===== config.mk =====
export PLATFORM = sky130hd
export DESIGN_NAME = chm_ram
export DESIGN_NICKNAME = d
export VERILOG_FILES = /design/src/rtl/assert_macros.svh /design/src/rtl/chm_ram.sv
export SDC_FILE = /design/constraint.sdc
export NUM_CORES = 1
export LEC_CHECK = 0
export CORE_AREA = 8 8 116 118
export CTS_BUF_LIST = sky130_fd_sc_hd__clkbuf_16
export CTS_CLUSTER_SIZE = 40
export DETAILED_ROUTE_END_ITERATION = 10
export DIE_AREA = 0 0 124 126
export DONT_BUFFER_PORTS = 1
export GPL_ROUTABILITY_DRIVEN = 0
export PLACE_DENSITY = 0.65
export SYNTH_ARGS = -nofsm -noshare
export SYNTH_HDL_FRONTEND = slang
export SYNTH_SLANG_ARGS = --single-unit

===== constraint.sdc =====
create_clock -name clk -period 2.3 [get_ports clk]
set_clock_uncertainty 0.15 [all_clocks]
set_input_delay 0.46 -clock clk [delete_from_list [all_inputs] [get_ports clk]]
set_output_delay 0.46 -clock clk [all_outputs]
set_load 0.005 [all_outputs]

===== src/rtl/assert_macros.svh =====
// Assertion helpers shared by the RTL.
`ifndef ASSERT_MACROS_SVH
`define ASSERT_MACROS_SVH

// Same-cycle implication, disabled while reset is held.
`define ASSERT_SAME(label, clk, rst_n, cond, prop, msg) \
  label: assert property (@(posedge clk) disable iff (!rst_n) (cond) |-> (prop)) \
    else $error(msg);

// Next-cycle implication, disabled while reset is held.
`define ASSERT_NEXT(label, clk, rst_n, cond, prop, msg) \
  label: assert property (@(posedge clk) disable iff (!rst_n) (cond) |=> (prop)) \
    else $error(msg);

`endif


===== src/rtl/chm_ram.sv =====
`timescale 1ns / 1ps

module chm_ram #(
  parameter int WIDTH = 8,
  parameter int DEPTH = 16
) (
  input  logic                     clk,
  input  logic                     wr_en,
  input  logic [$clog2(DEPTH)-1:0] wr_addr,
  input  logic [WIDTH-1:0]         wr_data,
  input  logic [$clog2(DEPTH)-1:0] rd_addr,
  output logic [WIDTH-1:0]         rd_data
);

  logic [WIDTH-1:0] mem_r [DEPTH];
  logic [WIDTH-1:0] rd_data_r;

  always_ff @(posedge clk) begin
    if (wr_en) begin
      mem_r[wr_addr] <= wr_data;
    end
    rd_data_r <= mem_r[rd_addr];
  end

  assign rd_data = rd_data_r;

endmodule


==> reports/qor.yml <==
status: "completed"
p_leak_uw: 0.00198
fp.dieH_microns: 126
slew_viol_final: 0
syn_to_final_growth_pct: 16.6
synthesis.instances: 229
p_int_uw: 4350
p_seq_frac: 0.512
ir_worst_vdd_v: 0.000622
vias: 2370
synth_cell_types: 19
grt_overflow: 0
grt_pass1_wl_microns: 14900
synth_common_cells: "edfxtp_1, mux4_2, a22oi_1"
critical_path_class: "register to register"
dr.first_iter.drc_count: 188
worst_setup_path_start_kind: "register"
fmax_mhz: 663
yosysSeqAreaShare: 0.778
pre_cts_slack_ns: 0.532
hold_viol_final: 0
cts_setup_buffers: 0
first_pass_iters: 4
cts_tree: "yes"
placementRows: 40
ys_ff_latch: 136
drc: 0
clk_pin_slew_ns: 0.06
io_buffers: 0
grt_pass1_vias: 2493
synth_area_sq_um: 5150
routed_wl_microns: 9640
initial_utilization: 0.440
setup_tns_ns: 0
arrival_ns: 1.65
final.period_utilization: 0.656
clockBufferDepth: 2
viasPerCell: 5.62
critPathCaptureType: "register"
cellPowerDensity_nw_per_um2: 910
diodes: 0
fin_nets: 281
cts_made_buffers: 17
rsz0062_at_grt: "false"
switchingPower_uw: 1110
cts.sinks: 136
maxSlewHeadroom: 0.553
dieArea_sq_um: 15600
synth_ff_type: "edfxtp_1"
ctsResizeCount: 0
final.setup.worst_slack_ns: 0.791
setup_viol: 0
ys_warn_count: 0
ant_nets: 0
grt_max_degree: 33
fill_cells: 952
fin_util: 0.513
syn-mean-instance-area_sq_um: 22.5
cts_root_buffer: "clkbuf_16"
combPwrFrac: 0.035
core_area_sq_um: 11700
antenna_found_initial: 0
worstMarginPinSlew_ns: 0.668
placed_cells: 383
power_uw: 5460
cp_max_fo: 1
drive_gt1_frac: 0.240
synthTopCellsByArea: "edfxtp_1, mux4_2, mux4_1"
avgRoutedWirePerCell_microns: 22.8
finalCriticalPeriod_ns: 1.51
cap_violations: 0
synth_edf_count: 128
grt_usage: 0.136
place_hpwl_microns: 6100
yosys.area.top_type: "edfxtp_1"
switching_share: 0.204
die_w_microns: 124
async_flop_share: 0
hold_path.class: "input port to register"
clk_latency_ns: 0.41
crit_required_ns: 2.44
ios: 26
holdBufCountCts: 8
yosys.cell_count.top_type: "edfxtp_1"
clkPwrFrac: 0.453
stdcell_count: 422
cts.htree.levels: 4
synth_nets: 247
yosysTopAreaCellShare: 0.747
-- power by group through the flow --
stage                     Combinational [uW]  Sequential [uW]  Clock [uW]
after global placement                   150             2850           0
final                                    192             2800        2470
after floorplan                          141             2840           0
after detailed placement                 152             2850           0
after global routing                     210             2800        2610
after CTS                                195             2800        2510
-- path summary, 6_finish.rpt --
| path | to | cells past startpoint | slack (ns) | startpoint |
|---|---|---|---|---|
| worst max-delay path | rd_data[3] | 3 | 0.79 | mem_r[9][3] |
| worst min-delay path | rd_data[1] | 3 | 0.19 | rd_addr[1] |
| worst max register to register | rd_data[3] | 3 | 0.79 | mem_r[9][3] |
| worst min register to register | rd_data[5] | 3 | 0.53 | mem_r[14][5] |
-- flip-flops by register name, indices dropped and copies added, names as in the netlist --
signal and count:
mem_r 128, rd_data 8
-- area by class of cell --
class / count / area, sq um / area share
clock buffer: 17 / 425 / 0.0709
clock inverter: 14 / 124 / 0.0206
multi-input combinational: 83 / 1060 / 0.176
sequential: 136 / 4000 / 0.667
tap: 147 / 184 / 0.0306
timing repair buffer: 25 / 208 / 0.0346
-- critical path: stages, from the launching register on --
cell and delay [ns]:
edfxtp_1 0.37, mux4_1 0.52, a22oi_1 0.26, nand2_1 0.09
-- through the flow --
| stage | hold WS (ns) | cell area, sq um |
|---|---|---|
| finish | 0.187 | 6000 |
| global route | 0.199 | 6000 |
| CTS | 0.171 | 6000 |
| detailed placement | 0.410 | 5370 |
| global placement | 0.410 | 5370 |
| floorplan | 0.409 | 5150 |
-- kinds of logic (layout without fill, tap and decap cells) --
logic type / after synthesis / after routing / share of synthesized area
flops: 136 / 136 / 0.778
simple gates: 35 / 35 / 0.0318
mux: 32 / 32 / 0.150
compound gates: 16 / 16 / 0.0233
buf+inv: 10 / 56 / 0.0168
-- layer usage --
metal	global-route usage	part of all wire	vias to the layer above
li1	-	-	1042
met5	0	0	-
met4	0.0532	0.013	0
met3	0.0585	0.093	12
met2	0.196	0.48	86
met1	0.177	0.42	1230
-- cells in the final DEF (no fill, tap or decap), drive strengths merged --
master / count
a22oi: 16
and2: 1
and2b: 1
buf: 17
bufinv: 1
clkbuf: 17
clkinv: 6
clkinvlp: 3
dfxtp: 8
dlygate4sd3: 8
edfxtp: 128
inv: 4
mux4: 32
nand2: 9
nand2b: 2
nand3: 1
nand3b: 2
nor2: 13
nor2b: 1
nor3: 4
or3b: 1
Note: power is estimated with default switching activity, not from simulation.
