`config.mk`:
```
export PLATFORM = sky130hd
export DESIGN_NAME = chm_keymod
export DESIGN_NICKNAME = d
export VERILOG_FILES = /design/src/rtl/assert_macros.svh /design/src/rtl/chm_pkg.sv /design/src/rtl/chm_keymod.sv
export SDC_FILE = /design/constraint.sdc
export NUM_CORES = 1
export LEC_CHECK = 0
export ABC_AREA = 1
export BUFFER_PORTS_ARGS = -buffer_cell sky130_fd_sc_hd__buf_2
export CORE_ASPECT_RATIO = 1.1
export CORE_UTILIZATION = 54
export DETAILED_ROUTE_END_ITERATION = 16
export PLACE_DENSITY = 0.81
export SYNTH_ARGS = -nofsm -noshare
export SYNTH_HDL_FRONTEND = slang
export SYNTH_SLANG_ARGS = --single-unit
```
`constraint.sdc`:
```
create_clock -name clk -period 2.5 [get_ports clk]
set_input_delay 0.25 -clock clk [delete_from_list [all_inputs] [get_ports clk]]
set_output_delay 0.25 -clock clk [all_outputs]
set_load 0.01 [all_outputs]
```
`src/rtl/assert_macros.svh`:
```
// Assertion helpers shared by the RTL.
`ifndef ASSERT_MACROS_SVH
`define ASSERT_MACROS_SVH

// Same-cycle implication, disabled while reset is held.
`define ASSERT_SAME(label, clk, rst_n, cond, prop, msg) \
  label: assert property (@(posedge clk) disable iff (!rst_n) (cond) |-> (prop)) \
    else $error(msg);

// Next-cycle implication, disabled while reset is held.
`define ASSERT_NEXT(label, clk, rst_n, cond, prop, msg) \
  label: assert property (@(posedge clk) disable iff (!rst_n) (cond) |=> (prop)) \
    else $error(msg);

`endif

```
`src/rtl/chm_pkg.sv`:
```
`timescale 1ns / 1ps

package chm_pkg;

  localparam int KEY_W       = 64;
  localparam int VAL_W       = 31;
  localparam int OP_W        = 2;
  localparam int IN_TDATA_W  = 96;
  localparam int OUT_TDATA_W = 32;
  localparam int DIGIT_W     = 8;

  typedef logic [OP_W-1:0] op_t;

  localparam op_t OP_INSERT = 2'd0;
  localparam op_t OP_LOOKUP = 2'd1;
  localparam op_t OP_DELETE = 2'd2;

endpackage

```
`src/rtl/chm_keymod.sv`:
```
`timescale 1ns / 1ps

module chm_keymod #(
  parameter int BUCKETS = 64
) (
  input  logic                       clk,
  input  logic                       rst_n,
  input  logic                       start,
  input  logic [chm_pkg::KEY_W-1:0]  key,
  output logic                       busy,
  output logic [$clog2(BUCKETS)-1:0] bucket
);

  localparam int BW     = $clog2(BUCKETS);
  localparam int RW     = BW + 1;
  localparam int STEPS  = chm_pkg::KEY_W / chm_pkg::DIGIT_W;
  localparam int CNT_W  = $clog2(STEPS);

  logic [chm_pkg::KEY_W-1:0] key_r, key_nxt;
  logic [BW-1:0]             rem_r, rem_nxt;
  logic [CNT_W-1:0]          cnt_r, cnt_nxt;
  logic                      busy_r, busy_nxt;
  logic [RW-1:0]             acc;

  // Horner reduction of the key, one byte per cycle, most significant first.
  always_comb begin
    acc = RW'(rem_r);
    for (int i = 0; i < chm_pkg::DIGIT_W; i++) begin
      acc = {acc[BW-1:0], key_r[chm_pkg::KEY_W-1-i]};
      if (acc >= RW'(BUCKETS)) begin
        acc = acc - RW'(BUCKETS);
      end
    end
  end

  always_comb begin
    key_nxt  = key_r;
    rem_nxt  = rem_r;
    cnt_nxt  = cnt_r;
    busy_nxt = busy_r;
    if (start) begin
      key_nxt  = key;
      rem_nxt  = '0;
      cnt_nxt  = '0;
      busy_nxt = 1'b1;
    end else if (busy_r) begin
      key_nxt = key_r << chm_pkg::DIGIT_W;
      rem_nxt = acc[BW-1:0];
      cnt_nxt = cnt_r + 1'b1;
      if (cnt_r == CNT_W'(STEPS - 1)) begin
        busy_nxt = 1'b0;
      end
    end
  end

  always_ff @(posedge clk) begin
    if (!rst_n) begin
      busy_r <= 1'b0;
      cnt_r  <= '0;
    end else begin
      busy_r <= busy_nxt;
      cnt_r  <= cnt_nxt;
    end
    key_r <= key_nxt;
    rem_r <= rem_nxt;
  end

  assign busy   = busy_r;
  assign bucket = rem_r;

endmodule

```
==> run metrics, run 1 <==
run status=complete, no violations; area delta synth->final=18.8%; routed length per instance=11.2 um; peak fanout along the critical path=29; number of remaining DRC errors=0; maximum clock frequency=0.655 GHz; hold endpoint=busy; largest net degree at the start of global routing=51; pwr dens=732 nW/um^2; post-route antenna net violation count=0; unrepaired setup endpoints after global routing=no; Die Span Y=72.4 um; CP Data Arrival Time=1.52 ns; number of port buffers=57; count of vias placed by the detailed router=1,725; Yosys warning count=0; Setup Viol. Count Final=0; Critical Path Start Type=flop; Clock Path Buffers=2; end of the worst register-to-register path=key_r[57]; standard-cell row count=25; CP Data Required Time=2.49 ns; library cells used by synthesis=15; clock input transition at the sequential cells of the worst setup and hold paths=0.06 ns; crit end category=flop; placer congestion estimate=0.677; number of cells after detailed placement=349; global-route wire length before repair=6820 um; CTS buffer count=9; TritonCTS clock tree=built; diode count=0; final non-filler cell total=365; final critical-path required period=1.53 ns; leakage=0.00143 uW; Post-Syn Area=2430 sq um; ratio of cells with drive above 1 in the final layout=24.1%; Sum Neg Setup Slack=0 ns; number of sinks handled by clock tree synthesis=58; number of setup buffers added after CTS=0; post-route clock period utilization=61.0%; number of placed I/O pins=74; worst reg2reg startpoint=busy; library cell used as clock root buffer=clkbuf_8; Tightest Hold Check Type=in2reg; Max Slew Vio Count=0; Synthesized Nets=316; Peak VDD IR=447 uV; Synth Register Bits=58; post-synthesis cell count=247; clock tree skew after final layout=0.00429 ns; cell area after layout=2890 sq um; total routing resource utilization after global routing=19.7%; Worst Max-Slew Pin Slew=0.482 ns; number of cells on the worst reg-to-reg path=3; width of the chip=66.0 um; proportion of synthesized chip area in sequential cells=67.6%; Final Hold Fails=0; gr ovfl total=0; headroom to the max-slew limit=67.9%; total number of H-tree levels=3; Tot Pwr=2110 uW; DRC marker count from the first detailed-route iteration=106; initial antenna violation count=0; worst reg2reg setup slack=0.97 ns; maxcap violations=0; fraction of the core area covered by cells at the end of the flow=66.9%; placed instance area=2720 sq um; area of the die=4770 sq um; Post-CTS Resized=0; clock network latency to the later pin of the worst-skew pair=0.33 ns; Fill cells=354; area of the multi-input gates=659 sq um; Cells on Worst Hold Path=3; core outline area=4320 sq um; mean instance size in the synthesized netlist=9.84 sq um; routed via count divided by cell count=4.73; total wirelength of the detailed-routed design=4100 um; Crit Path Category=reg2reg; number of buffers inserted for hold repair after clock tree synthesis=0; net count reported at finish=375; initial core utilization=56.3%; hold path startpoint=rst_n; First-pass DRT Iterations=4; Detailed Place HPWL=2450 um; vias in the first global route=1,660; area of all sequential standard cells=1640 sq um
layout make-up:
class | instances | area share, %
multi-input combinational | 167 | 22.8
inverter | 10 | 1.39
sequential | 58 | 56.9
clock buffer | 16 | 5.90
timing repair buffer | 60 | 10.7
tap | 54 | 2.34
report_power, final:
part	leakage (uW)	switching, uW	total (uW)	internal (uW)
Sequential	0.000578	27.3	1180	1160
Clock	0.0000850	331	747	416
Combinational	0.000765	109	183	73.9
Total	0.00143	467	2110	1650
synth_stat cells:
cell type  number  share of area [%]
nand2_1       140                 22
edfxtp_1       48                 59
nor2_1         15                2.3
dfxtp_1        10                8.2
inv_1           8                1.2
buf_2           5                1.0
o21ai_0         5                1.0
buf_4           4                1.2
buf_6           3                1.4
a21oi_1         2               0.41
ha_1            2                1.0
nand2_2         2               0.51
inv_2           1               0.15
inv_4           1               0.26
o21ai_1         1               0.21
kinds of logic (layout without fill, tap and decap cells):
| group | count (synthesis) | count (layout) | synth area share (%) |
|---|---|---|---|
| AO/OA/AOI/OAI | 8 | 8 | 1.65 |
| flip-flops | 58 | 58 | 67.6 |
| adder cells (fa/ha/maj) | 2 | 2 | 1.03 |
| buffers and inverters | 22 | 86 | 5.30 |
| AND/OR/NAND/NOR | 157 | 157 | 24.5 |
layout by cell type (no fill, tap or decap), drive strengths merged:
cell and n:
o21ai 6, inv 10, nand2 142, clkbuf 16, buf 60, dfxtp 10, a21oi 2, edfxtp 48
nor2 15, ha 2
state kept, by name, summed over array words and instances (netlist names):
signal,cells
key_r,48
bucket,6
cnt_r,3
busy,1
per-layer routing:
| layer | share of wire (%) | wire length [um] | up-vias | track usage (%) |
|---|---|---|---|---|
| met2 | 48 | 1980 | 60 | 33.3 |
| met3 | 6.4 | 262 | 11 | 6.45 |
| met1 | 43 | 1760 | 752 | 21.8 |
| li1 | - | - | 902 | - |
| met5 | 0 | 0 | - | 0 |
| met4 | 2.2 | 91 | 0 | 10.6 |
critical path: stages, from the launching register on:
cell and delay (ns):
dfxtp_1 0.54, inv_2 0.19, nand2_2 0.10, buf_4 0.35
worst max path at each step:
stage | start | endpoint | slack, ns | depth (start not counted)
finish | busy | key_r[57] | 0.97 | 3
global route | busy | key_r[28] | 0.90 | 3
CTS | busy | key_r[28] | 0.98 | 3
detailed placement | busy | key_r[58] | 0.98 | 3
global placement | busy | key_r[21] | 1.01 | 3
floorplan | busy | key_r[0] | 0.87 | 3
per-stage QoR:
stage | hold WS, ns | worst slack [ns]
after floorplan | 0.373 | 0.868
after global placement | 0.450 | 1.01
after detailed placement | 0.463 | 0.985
after CTS | 0.152 | 0.977
after global routing | 0.170 | 0.903
final | 0.157 | 0.974
Note: power is estimated with default switching activity, not from simulation.
==> inputs of run 2 (changes only) <==
--- a/config.mk
+++ b/config.mk
@@ -8,9 +8,9 @@
 export ABC_AREA = 1
 export BUFFER_PORTS_ARGS = -buffer_cell sky130_fd_sc_hd__buf_2
 export CORE_ASPECT_RATIO = 1.1
-export CORE_UTILIZATION = 54
+export CORE_UTILIZATION = 46
 export DETAILED_ROUTE_END_ITERATION = 16
-export PLACE_DENSITY = 0.81
+export PLACE_DENSITY = 0.74
 export SYNTH_ARGS = -nofsm -noshare
 export SYNTH_HDL_FRONTEND = slang
 export SYNTH_SLANG_ARGS = --single-unit
==> constraint.sdc (replaced) <==
create_clock -name clk -period 1.4 [get_ports clk]
set_input_delay 0.14 -clock clk [delete_from_list [all_inputs] [get_ports clk]]
set_output_delay 0.14 -clock clk [all_outputs]
set_load 0.01 [all_outputs]
==> run metrics, run 2 (synthesis gave the netlist of run 1 again) <==
clock network latency to the later pin of the worst-skew pair=0.33 ns; Detailed Place HPWL=2770 um; crit end category=output pin; library cell used as clock root buffer=clkbuf_8; Fill cells=456; clock tree skew after final layout=0.00922 ns; vias in the first global route=1,702; diode count=0; run status=complete, but fails checks; area of the die=5580 sq um; Largest register FFs=48; total routing resource utilization after global routing=16.8%; number of sinks handled by clock tree synthesis=58; routed via count divided by cell count=4.64; First-pass DRT Iterations=10; standard-cell row count=27; post-route clock period utilization=80.9%; Final Hold Fails=0; Crit Path Category=reg2out; clock input transition at the sequential cells of the worst setup and hold paths=0.06 ns; initial core utilization=48.3%; number of port buffers=57; total wirelength of the detailed-routed design=4070 um; pwr dens=1270 nW/um^2; highest-count cells in the layout ignoring fill and taps=140 x nand2_1, 57 x buf_2, 48 x edfxtp_1; Clock Path Buffers=2; net count reported at finish=380; headroom to the max-slew limit=83.7%; count of vias placed by the detailed router=1,735; Setup Viol. Count Final=0; ratio of cells with drive above 1 in the final layout=25.0%; routed length per instance=10.9 um; number of buffers inserted for hold repair after clock tree synthesis=0; Peak VDD IR=720 uV; global-route wire length before repair=7040 um; leakage=0.00146 uW; register name with the most flops=key_r; violations in the final reports=DRC; Worst Max-Slew Pin Slew=0.245 ns; Critical Path Start Type=flop; number of remaining DRC errors=4; gr ovfl total=0; Sum Neg Setup Slack=0 ns; CTS buffer count=9; Max Slew Vio Count=0; final critical-path required period=1.13 ns; width of the chip=71.3 um; most common cell after layout, fill and taps aside=nand2_1; Post-CTS Resized=0; largest net degree at the start of global routing=26; peak fanout along the critical path=10; area delta synth->final=21.4%; DRC marker count from the first detailed-route iteration=100; CP Data Required Time=1.26 ns; TritonCTS clock tree=built; total number of H-tree levels=3; initial antenna violation count=0; core outline area=5030 sq um; unrepaired setup endpoints after global routing=no; post-route antenna net violation count=0; fraction of the core area covered by cells at the end of the flow=58.6%; Tot Pwr=3740 uW; Tightest Hold Check Type=in2reg; maximum clock frequency=0.883 GHz; placer congestion estimate=0.712; CP Data Arrival Time=0.99 ns; number of setup buffers added after CTS=0; number of placed I/O pins=74; maxcap violations=0; Die Span Y=78.2 um; worst slack on hold paths=0.0679 ns
[run 2: layer usage]
metal	vias up	track usage, %	share of wire (%)
met5	-	0	0
met4	0	10.2	2.0
met3	8	4.62	6.0
met2	52	28.2	48
met1	762	18.8	44
li1	913	-	-
[run 2: where the power goes]
| group | internal (uW) | switching, uW | total, uW |
|---|---|---|---|
| Clock | 696 | 584 | 1280 |
| Combinational | 153 | 205 | 358 |
| Sequential | 2060 | 43.0 | 2110 |
[run 2: area by class of cell]
class	instances	area, sq um	share of cell area, %
sequential	58	1640	55.7
multi-input combinational	167	664	22.5
timing repair buffer	65	370	12.6
inverter	10	40.0	1.36
tap	58	72.6	2.46
clock buffer	16	160	5.43
[run 2: worst paths after layout]
kind         startpoint   endpoint  slack, ns  cells past startpoint
min reg2reg    cnt_r[2]   cnt_r[2]       0.46                      2
min              key[5]   key_r[5]       0.07                      3
max reg2reg        busy  key_r[58]       0.30                      3
max                busy       busy       0.27                      2
[run 2: critical path: stages (launching register included)]
cell and delay [ns]:
dfxtp_1 0.35, buf_4 0.17, buf_2 0.14
[run 2: metrics by stage]
step	instances	cell area, sq um	setup WS, ns
2_1_floorplan	247	2430	0.0230
3_3_place_gp	358	2790	0.323
3_5_place_dp	358	2790	0.299
4_1_cts	374	2950	0.249
5_1_grt	374	2950	0.215
6_report	374	2950	0.267
==> inputs of run 3 (changes only) <==
==> constraint.sdc (replaced) <==
create_clock -name clk -period 1 [get_ports clk]
set_input_delay 0.1 -clock clk [delete_from_list [all_inputs] [get_ports clk]]
set_output_delay 0.1 -clock clk [all_outputs]
set_load 0.01 [all_outputs]
==> run metrics, run 3 (synthesis gave the netlist of run 1 again) <==
run status=complete, but fails checks; violations in the final reports=DRC, setup timing; clock tree skew after final layout=0.00370 ns; clock network power share=34.2%; area delta synth->final=26.3%; core outline area=5030 sq um; hold endpoint=key_r[3]; clock input transition at the sequential cells of the worst setup and hold paths=0.06 ns; Peak VDD IR=1030 uV; Worst Max-Slew Pin Slew=0.298 ns; gr ovfl total=0; Net Sw Power=1210 uW; Die Span Y=78.2 um; largest net degree at the start of global routing=31; fraction of the core area covered by cells at the end of the flow=60.9%; diode count=0; standard-cell row count=27; routed via count divided by cell count=4.68; post-route clock period utilization=101%; post-route antenna net violation count=0; net count reported at finish=386; number of cells after detailed placement=362; worst slack, placed=-0.0221 ns; initial core utilization=48.3%; number of placed I/O pins=74; width of the chip=71.3 um; vias in the first global route=1,677; biggest cell delay along the critical path=0.36 ns; CTS buffer count=9; total number of H-tree levels=3; Crit Path Category=reg2out; DRC marker count from the first detailed-route iteration=123; clock network latency to the later pin of the worst-skew pair=0.33 ns; most common cell after layout, fill and taps aside=nand2_1; end of the worst register-to-register path=key_r[8]; met2 track demand over resource=27.5%; Fill cells=452; cell area after layout=3070 sq um; part of the power in combinational logic=10.2%; maxcap violations=0; Final Hold Fails=0; leakage=0.00149 uW; portion of total power attributed to sequential cells=55.5%; internal power component=4110 uW; peak fanout along the critical path=2; ratio of cells with drive above 1 in the final layout=28.0%; maximum clock frequency=0.993 GHz; worst slack on hold paths=0.0288 ns; number of cells on the worst reg-to-reg path=3; Clock Path Buffers=2; routed length per instance=11.0 um; highest-count cells in the layout ignoring fill and taps=140 x nand2_1, 56 x buf_2, 48 x edfxtp_1; Detailed Place HPWL=2770 um; headroom to the max-slew limit=80.1%; crit-path cells=buf_6, buf_6; pwr dens=1730 nW/um^2; Largest register FFs=48; final non-filler cell total=380; crit end category=output pin; First-pass DRT Iterations=10; global-route wire length before repair=7020 um; number of remaining DRC errors=5; unrepaired setup endpoints after global routing=yes; Tightest Hold Check Type=in2reg; hold path startpoint=key[3]; slowest cell on the critical path=dfxtp_4; CP Data Required Time=0.90 ns; placed instance area=2850 sq um; initial antenna violation count=0; final critical-path required period=1.01 ns; library cell used as clock root buffer=clkbuf_8; CP Data Arrival Time=0.91 ns; total wirelength of the detailed-routed design=4180 um; placer congestion estimate=0.691; area of the die=5580 sq um; GRT busiest layer=met2; fraction of power spent switching nets=22.7%; worst reg2reg startpoint=busy; number of port buffers=57; GR Util met1=19.6%; most numerous cell on the critical path=buf_6; worst reg2reg setup slack=0.03 ns; number of sinks handled by clock tree synthesis=58; global routing met3 resource utilization=5.65%; register name with the most flops=key_r; Critical Path Start Type=flop; count of vias placed by the detailed router=1,777; Setup Viol. Count Final=1; total routing resource utilization after global routing=16.9%; Max Slew Vio Count=0; Cells on Worst Hold Path=3; final setup margin=-0.00753 ns; TritonCTS clock tree=built
==> run 3: power groups by stage <==
stage	logic [uW]	registers [uW]	clock network, uW
final	543	2950	1820
after global routing	623	2980	1950
after CTS	550	2950	1860
after detailed placement	535	3000	0
after global placement	520	2990	0
after floorplan	310	3000	0
==> run 3: through the flow <==
stage	setup TNS (ns)	total power (uW)
after floorplan	-4.52	3310
after global placement	0	3510
after detailed placement	-0.0221	3540
after CTS	-0.0237	5360
after global routing	-0.0378	5550
final	-0.00753	5320
==> run 3: routing by layer <==
metal / up-vias / part of all wire [%]
met3: 10 / 4.8
met1: 794 / 44
met2: 49 / 49
met5: - / 0
li1: 924 / -
met4: 0 / 2.2
==> run 3: cell type report <==
| class | instances | area [sq um] | share of cell area, % |
|---|---|---|---|
| Sequential cell | 58 | 1650 | 53.7 |
| Multi-Input combinational cell | 167 | 702 | 22.9 |
| Timing Repair Buffer | 71 | 440 | 14.4 |
| Clock buffer | 16 | 160 | 5.22 |
| Tap cell | 58 | 72.6 | 2.37 |
| Inverter | 10 | 45.0 | 1.47 |
==> run 3: worst max-delay path by stage <==
stage,from,endpoint,slack [ns],cells past startpoint
2_1_floorplan,busy,key_r[0],-0.09,3
3_3_place_gp,cnt_r[0],cnt_r[2],0.02,4
3_5_place_dp,cnt_r[0],cnt_r[2],-0.02,4
4_1_cts,busy,busy,-0.02,2
5_1_grt,busy,busy,-0.04,2
6_report,busy,busy,-0.008,2
==> run 3: critical path, delay by kind of cell, from the launching register on <==
family   cells  cell delay, ns
buf+inv      2            0.23
flops        1            0.36
==> run 3: timing repair <==
item	CTS	global route
hold buffers	1	0
gates cloned	0	0
pin swaps	2	0
resized for setup	6	7
endpoints found under the hold margin	1	0
endpoints found under the setup margin	2	6
buffers inserted	1	0
